<file path="src/hdl/idll_pkg.sv">
package idll_pkg;

    // default pool geometry
    localparam int CAPACITY_DEF   = 256;
    localparam int DATA_WIDTH_DEF = 32;

    // command codes
    localparam logic [1:0] CMD_INSERT = 2'd0;
    localparam logic [1:0] CMD_APPEND = 2'd1;
    localparam logic [1:0] CMD_DELETE = 2'd2;

    // result status codes
    localparam logic [1:0] ST_OK     = 2'd0;
    localparam logic [1:0] ST_FULL   = 2'd1;
    localparam logic [1:0] ST_BADPOS = 2'd2;

    // memory enables from the sequencer to the link store
    typedef struct packed {
        logic rd_en;
        logic nx_we;
        logic pv_we;
        logic pl_we;
    } idll_mem_ctl_t;

    // one result word
    typedef struct packed {
        logic [7:0] slot;
        logic [1:0] status;
        logic [7:0] count;
        logic [7:0] head_slot;
        logic [7:0] tail_slot;
    } idll_result_t;

endpackage

</file>
<file path="src/hdl/idll_ctrl.sv">
module idll_ctrl #(
    parameter int CAPACITY   = idll_pkg::CAPACITY_DEF,
    parameter int DATA_WIDTH = idll_pkg::DATA_WIDTH_DEF
) (
    input  logic                          clk,
    input  logic                          rst_n,
    input  logic                          in_valid,
    input  logic [1:0]                    command,
    input  logic [7:0]                    position,
    input  logic signed [31:0]            value,
    output logic                          idle,
    input  logic [$clog2(CAPACITY):0]     nx_rd0,
    input  logic [$clog2(CAPACITY):0]     nx_rd1,
    input  logic [$clog2(CAPACITY)-1:0]   pv_rd,
    output idll_pkg::idll_mem_ctl_t       mem_ctl,
    output logic [$clog2(CAPACITY)-1:0]   rd_addr0,
    output logic [$clog2(CAPACITY)-1:0]   rd_addr1,
    output logic [$clog2(CAPACITY)-1:0]   nx_waddr,
    output logic [$clog2(CAPACITY):0]     nx_wdata,
    output logic [$clog2(CAPACITY)-1:0]   pv_waddr,
    output logic [$clog2(CAPACITY)-1:0]   pv_wdata,
    output logic [DATA_WIDTH-1:0]         pl_wdata,
    output logic                          res_valid,
    input  logic                          res_ready,
    output idll_pkg::idll_result_t        result
);

    localparam int IDX_W = $clog2(CAPACITY);
    localparam logic [IDX_W-1:0] LAST_IDX = IDX_W'(CAPACITY - 1);

    typedef enum logic [3:0] {
        S_INIT   = 4'b0001,
        S_IDLE   = 4'b0010,
        S_LOOK   = 4'b0100,
        S_COMMIT = 4'b1000
    } state_t;

    state_t            state_reg, state_next;
    logic [IDX_W-1:0]  init_idx_reg, init_idx_next;
    logic [IDX_W-1:0]  free_head_reg, free_head_next;
    logic [IDX_W-1:0]  count_reg, count_next;
    logic [IDX_W-1:0]  head_reg, head_next;
    logic [IDX_W-1:0]  tail_reg, tail_next;

    logic [1:0]        cmd_reg, cmd_next;
    logic [IDX_W-1:0]  after_reg, after_next;
    logic [31:0]       value_reg, value_next;
    logic              pre_ok_reg, pre_ok_next;
    logic              need_live_reg, need_live_next;
    logic              ok_reg, ok_next;
    logic [1:0]        status_reg, status_next;
    logic [IDX_W-1:0]  slot_reg, slot_next;
    logic [IDX_W-1:0]  link_reg, link_next;

    logic              pos_in_range;
    logic              look_ok;

    always_comb
    begin
        state_next     = state_reg;
        init_idx_next  = init_idx_reg;
        free_head_next = free_head_reg;
        count_next     = count_reg;
        head_next      = head_reg;
        tail_next      = tail_reg;
        cmd_next       = cmd_reg;
        after_next     = after_reg;
        value_next     = value_reg;
        pre_ok_next    = pre_ok_reg;
        need_live_next = need_live_reg;
        ok_next        = ok_reg;
        status_next    = status_reg;
        slot_next      = slot_reg;
        link_next      = link_reg;

        mem_ctl   = '0;
        rd_addr0  = free_head_reg;
        rd_addr1  = IDX_W'(position);
        nx_waddr  = '0;
        nx_wdata  = '0;
        pv_waddr  = '0;
        pv_wdata  = '0;
        pl_wdata  = DATA_WIDTH'(value_reg);
        res_valid = 1'b0;

        pos_in_range = 32'(position) < CAPACITY;
        look_ok      = pre_ok_reg && (!need_live_reg || nx_rd1[IDX_W]);

        unique case (state_reg)
            S_INIT:
            begin
                // build the free chain and self-linked sentinel
                mem_ctl.nx_we = 1'b1;
                mem_ctl.pv_we = 1'b1;
                nx_waddr      = init_idx_reg;
                pv_waddr      = init_idx_reg;
                if (init_idx_reg == '0 || init_idx_reg == LAST_IDX)
                begin
                    nx_wdata = '0;
                end
                else
                begin
                    nx_wdata = {1'b0, init_idx_reg + IDX_W'(1)};
                end
                init_idx_next = init_idx_reg + IDX_W'(1);
                if (init_idx_reg == LAST_IDX)
                begin
                    state_next = S_IDLE;
                end
            end
            S_IDLE:
            begin
                if (in_valid)
                begin
                    mem_ctl.rd_en = 1'b1;
                    cmd_next      = command;
                    value_next    = value;
                    if (command == idll_pkg::CMD_APPEND)
                    begin
                        rd_addr1 = tail_reg;
                    end
                    after_next = rd_addr1;
                    unique case (command)
                        idll_pkg::CMD_INSERT:
                        begin
                            pre_ok_next    = (position == 8'd0) || pos_in_range;
                            need_live_next = position != 8'd0;
                        end
                        idll_pkg::CMD_APPEND:
                        begin
                            pre_ok_next    = 1'b1;
                            need_live_next = 1'b0;
                        end
                        idll_pkg::CMD_DELETE:
                        begin
                            pre_ok_next    = (position != 8'd0) && pos_in_range;
                            need_live_next = 1'b1;
                        end
                        default:
                        begin
                            pre_ok_next    = 1'b0;
                            need_live_next = 1'b0;
                        end
                    endcase
                    state_next = S_LOOK;
                end
            end
            S_LOOK:
            begin
                ok_next     = 1'b0;
                status_next = idll_pkg::ST_BADPOS;
                if (cmd_reg == idll_pkg::CMD_DELETE)
                begin
                    if (look_ok)
                    begin
                        // unlink: prev.next = next, next.prev = prev
                        ok_next       = 1'b1;
                        status_next   = idll_pkg::ST_OK;
                        slot_next     = after_reg;
                        mem_ctl.nx_we = 1'b1;
                        mem_ctl.pv_we = 1'b1;
                        nx_waddr      = pv_rd;
                        nx_wdata      = {pv_rd != '0, nx_rd1[IDX_W-1:0]};
                        pv_waddr      = nx_rd1[IDX_W-1:0];
                        pv_wdata      = pv_rd;
                        if (pv_rd == '0)
                        begin
                            head_next = nx_rd1[IDX_W-1:0];
                        end
                        if (nx_rd1[IDX_W-1:0] == '0)
                        begin
                            tail_next = pv_rd;
                        end
                    end
                end
                else if (look_ok)
                begin
                    if (free_head_reg == '0)
                    begin
                        status_next = idll_pkg::ST_FULL;
                    end
                    else
                    begin
                        // new slot takes its links and the data word
                        ok_next        = 1'b1;
                        status_next    = idll_pkg::ST_OK;
                        slot_next      = free_head_reg;
                        link_next      = nx_rd1[IDX_W-1:0];
                        free_head_next = nx_rd0[IDX_W-1:0];
                        mem_ctl.nx_we  = 1'b1;
                        mem_ctl.pv_we  = 1'b1;
                        mem_ctl.pl_we  = 1'b1;
                        nx_waddr       = free_head_reg;
                        nx_wdata       = {1'b1, nx_rd1[IDX_W-1:0]};
                        pv_waddr       = free_head_reg;
                        pv_wdata       = after_reg;
                    end
                end
                state_next = S_COMMIT;
            end
            S_COMMIT:
            begin
                res_valid = 1'b1;
                if (res_ready)
                begin
                    if (ok_reg)
                    begin
                        mem_ctl.nx_we = 1'b1;
                        mem_ctl.pv_we = 1'b1;
                        if (cmd_reg == idll_pkg::CMD_DELETE)
                        begin
                            // freed slot goes on the front of the free chain
                            nx_waddr       = slot_reg;
                            nx_wdata       = {1'b0, free_head_reg};
                            pv_waddr       = slot_reg;
                            pv_wdata       = '0;
                            free_head_next = slot_reg;
                            count_next     = count_reg - IDX_W'(1);
                        end
                        else
                        begin
                            // splice between after and its old successor
                            nx_waddr   = after_reg;
                            nx_wdata   = {after_reg != '0, slot_reg};
                            pv_waddr   = link_reg;
                            pv_wdata   = slot_reg;
                            count_next = count_reg + IDX_W'(1);
                            if (after_reg == '0)
                            begin
                                head_next = slot_reg;
                            end
                            if (link_reg == '0)
                            begin
                                tail_next = slot_reg;
                            end
                        end
                    end
                    state_next = S_IDLE;
                end
            end
            default:
            begin
                state_next = S_INIT;
            end
        endcase

        result.slot      = ok_reg ? 8'(slot_reg) : 8'd0;
        result.status    = status_reg;
        result.count     = 8'(count_next);
        result.head_slot = 8'(head_next);
        result.tail_slot = 8'(tail_next);
    end

    assign idle = state_reg == S_IDLE;

    always_ff @(posedge clk or negedge rst_n)
    begin
        if (!rst_n)
        begin
            state_reg     <= S_INIT;
            init_idx_reg  <= '0;
            free_head_reg <= IDX_W'(1);
            count_reg     <= '0;
            head_reg      <= '0;
            tail_reg      <= '0;
        end
        else
        begin
            state_reg     <= state_next;
            init_idx_reg  <= init_idx_next;
            free_head_reg <= free_head_next;
            count_reg     <= count_next;
            head_reg      <= head_next;
            tail_reg      <= tail_next;
        end
    end

    always_ff @(posedge clk)
    begin
        cmd_reg       <= cmd_next;
        after_reg     <= after_next;
        value_reg     <= value_next;
        pre_ok_reg    <= pre_ok_next;
        need_live_reg <= need_live_next;
        ok_reg        <= ok_next;
        status_reg    <= status_next;
        slot_reg      <= slot_next;
        link_reg      <= link_next;
    end

endmodule

</file>
<file path="config.mk">
export PLATFORM = sky130hd
export DESIGN_NAME = idll_ctrl
export DESIGN_NICKNAME = d
export VERILOG_FILES = /design/src/hdl/idll_pkg.sv /design/src/hdl/idll_ctrl.sv
export SDC_FILE = /design/constraint.sdc
export NUM_CORES = 1
export LEC_CHECK = 0
export BUFFER_PORTS_ARGS = -buffer_cell sky130_fd_sc_hd__buf_4
export CAP_MARGIN = 10
export CORE_MARGIN = 2
export CORE_UTILIZATION = 46
export DETAILED_ROUTE_END_ITERATION = 16
export GPL_ROUTABILITY_DRIVEN = 0
export PLACE_DENSITY = 0.77
export SYNTH_ARGS = -nofsm -noshare
export SYNTH_HDL_FRONTEND = slang
export SYNTH_SLANG_ARGS = --single-unit
</file>
<file path="constraint.sdc">
create_clock -name clk -period 2.95 [get_ports clk]
set_input_delay 0.1475 -clock clk [delete_from_list [all_inputs] [get_ports clk]]
set_output_delay 0.1475 -clock clk [all_outputs]
set_load 0.1 [all_outputs]
</file>
==> results.py <==
metrics = {
    "power": {
        "switching_share_pct": 51.7,
        "pwr-share-comb_pct": 52.7,
        "power.switching_mw": 3.48,
        "p_int_mw": 3.25,
        "p_leak_nw": 3.76,
        "p_seq_share_pct": 29.2,
        "irDropWorstVdd_v": 0.00116,
        "power_mw": 6.73,
        "p_per_area_mw_per_mm2": 808,
        "clkPwrFrac_pct": 18.2,
    },
    "critical_path": {
        "worstRegToRegCells": 5,
        "crit_required_ps": 2800,
        "crit_path_end_kind": "output port",
        "r2r_slack_ps": 490,
        "max_stage_delay_ps": 540,
        "cp_top_family": "simple AND/OR/NAND/NOR gates",
        "worst_path_most_repeated_cell": "or4b_4",
        "worstPathArrival_ps": 2840,
        "worst-path-buf-inv": 1,
        "cp_slowest_cell": "or4b_4",
        "crit_path_start_kind": "register",
        "critPathMaxFanout": 3,
        "path_class": "register to output port",
        "cp.depth": 8,
        "r2r-start": "state_reg[1]$_DFFE_PN0P_",
        "crit_path_cell_trace": "nand2b_4 > xnor2_2 > ha_2 > or4b_4 > or4b_4 > a21oi_4 > xor2_4 > buf_12",
        "worstReg2RegEnd": "rd_addr0[3]$_DFFE_PN0P_",
    },
    "run_status": {
        "violations": "negative hold slack, negative setup slack",
        "status": "finished with violations",
    },
    "timing": {
        "tightest_slew_ps": 689,
        "max_slew_margin_pct": 53.6,
        "fmax_mhz": 334,
        "min_period_ps": 2990,
        "setup_viol": 1,
        "hold_viol_final": 1,
        "whs_ps": -0.142,
        "finalCritPeriodShare_pct": 101,
        "postLayoutSetupSlackWorst_ps": -41.5,
        "rsz0062_at_grt": "yes",
        "slew_viol_final": 0,
        "fin_worst_skew_ps": 16.1,
    },
    "drt": {
        "drc": 0,
        "wire_per_inst_um": 21.3,
        "postRouteAntennaNets": 0,
        "vias_per_cell": 6.03,
        "drt_iter0_markers": 668,
        "routed_wl_mm": 19.9,
        "dr_total_vias": 5624,
        "drt_pass1_iterations": 6,
    },
    "synthesis": {
        "async_flop_share_pct": 41.1,
        "ys_seq_area_share_pct": 52.8,
        "synth_cells": 554,
        "synth_edf_count": 63,
        "synthFlopType": "edfxtp_1",
        "synthDistinctLibCells": 53,
        "synth-seq-cells": 107,
        "syn_avg_cell_area_um2": 10.2,
        "synth_nets": 629,
        "syn_area_mm2": 0.00568,
        "yosys_warnings": 0,
    },
    "clock_tree": {
        "clock_sinks": 107,
        "clk_latency_ps": 370,
        "cts-root-buf": "clkbuf_16",
        "cts_tree": "built",
        "cts_buffers": 9,
        "cts_max_level": 3,
        "cts.path.max_buffers": 2,
        "cts.clk_slew.worst_paths_ps": 90,
    },
    "cells_and_area": {
        "mostFrequentLayoutCells": "buf_4, nand2_1, edfxtp_1",
        "stdcell_count": 933,
        "final_common_cell": "buf_4",
        "drive_gt1_share_pct": 36.6,
        "area_growth_pct": 46.8,
        "largest_reg_flops": 32,
        "utilization_pct": 69.3,
        "nets": 855,
        "fillCellCount": 855,
    },
    "min_path": {
        "hold_path_class": "input pin to register",
        "min_path_cells": 1,
        "whs_endpoint": "link_reg[1]$_DFFE_PP_",
        "min-delay-start": "nx_rd1[1]",
    },
    "job": {
        "maxCapViolations": 0,
    },
    "placement": {
        "placedCellCount": 876,
        "io_buffers": 191,
        "dp_hpwl_mm": 14.0,
    },
    "die": {
        "io_pins": 193,
        "core-area_mm2": 0.0120,
        "die_w_um": 115,
        "die_h_um": 115,
        "die_area_mm2": 0.0132,
        "start_util_pct": 47.2,
        "fp-row-count": 40,
    },
    "global_route": {
        "antenna_found_initial": 1,
        "grt_pass1_wl_mm": 29.7,
        "grt_pass1_vias": 5532,
        "grt_max_degree": 54,
        "grt_overflow_total": 0,
        "grtUsageTotal_pct": 29.8,
    },
}
[synthesized netlist by cell type (all sizes together) (9+ instances only)]
library cell | instances | area [µm²]
a211o | 17 | 149
a21oi | 46 | 230
a221o | 20 | 200
a22o | 17 | 149
and2 | 15 | 93.8
buf | 12 | 55.1
clkbuf | 19 | 72.6
dfrtp | 42 | 1050
edfxtp | 63 | 1890
inv | 18 | 67.6
mux2 | 21 | 236
nand2 | 123 | 464
nand3 | 14 | 75.1
nor2 | 14 | 52.6
nor3 | 13 | 76.3
nor4 | 9 | 56.3
o21ai | 12 | 60.1
xnor2 | 12 | 105
xor2 | 9 | 78.8
[worst max-delay path by stage]
stage / start / endpoint
2_1_floorplan: cmd_reg[0]$_DFFE_PP_ / count_reg[6]$_DFF_PN0_
3_3_place_gp: cmd_reg[0]$_DFFE_PP_ / result[22]
3_5_place_dp: cmd_reg[0]$_DFFE_PP_ / result[22]
4_1_cts: cmd_reg[0]$_DFFE_PP_ / result[22]
5_1_grt: cmd_reg[0]$_DFFE_PP_ / result[22]
6_report: cmd_reg[0]$_DFFE_PP_ / result[22]
[metrics by stage]
step / hold WS (ps) / instance area [µm²] / worst slack [ps] / TNS [ps]
floorplan: -148 / 5910 / -368 / -1300
global placement: 194 / 7510 / 122 / 0
detailed placement: 190 / 7510 / 21.6 / 0
CTS: 1.56 / 8230 / -50.4 / -50.4
global route: 4.76 / 8330 / -122 / -132
finish: -0.142 / 8330 / -41.5 / -41.5
[what timing repair did]
action	CTS	global route
buffers inserted	0	4
resized for setup	12	15
pin swaps	1	1
setup endpoints to repair	3	35
endpoints found under the hold margin	76	1
hold buffers	35	1
[power by group through the flow]
| stage | Sequential (mW) | Clock [mW] | Combinational (mW) |
|---|---|---|---|
| 2_1_floorplan | 2.16 | 0 | 2.50 |
| 3_3_place_gp | 1.97 | 0 | 3.42 |
| 3_5_place_dp | 1.98 | 0 | 3.45 |
| 4_1_cts | 1.95 | 1.23 | 3.50 |
| 5_1_grt | 1.98 | 1.29 | 3.66 |
| 6_report | 1.96 | 1.22 | 3.54 |
[per-layer routing]
| layer | up-vias | routed length [µm] | track usage (%) |
|---|---|---|---|
| met5 | - | 0 | 0 |
| met4 | 0 | 666 | 10.7 |
| met3 | 66 | 2160 | 7.85 |
| met2 | 377 | 10000 | 50.7 |
| met1 | 2683 | 7020 | 36.8 |
| li1 | 2498 | - | - |
[cell type report]
cell class | count | area (µm²) | area share [%]
Sequential cell | 107 | 3000 | 36.1
Clock buffer | 9 | 225 | 2.70
Timing Repair Buffer | 246 | 2000 | 24.0
Antenna cell | 1 | 2.50 | 0.0300
Tap cell | 147 | 184 | 2.21
Clock inverter | 7 | 83.8 | 1.01
Multi-Input combinational cell | 397 | 2750 | 33.0
Inverter | 19 | 86.3 | 1.04
[logic make-up (layout without fill, tap and decap cells)]
family                     after synthesis  count (layout)  synth area share, %
AOI/OAI and AO/OA                      127             127                 16.4
xor gates and xnor gates                21              21                 3.24
adders and majority gates                3               3                0.661
buffers and inverters                   50             281                 3.51
DFF                                    107             107                 52.8
muxes                                   21              21                 4.17
other                                    0               1                    0
and+or+nand+nor                        225             225                 19.2
Note: power is estimated with default switching activity, not from simulation.
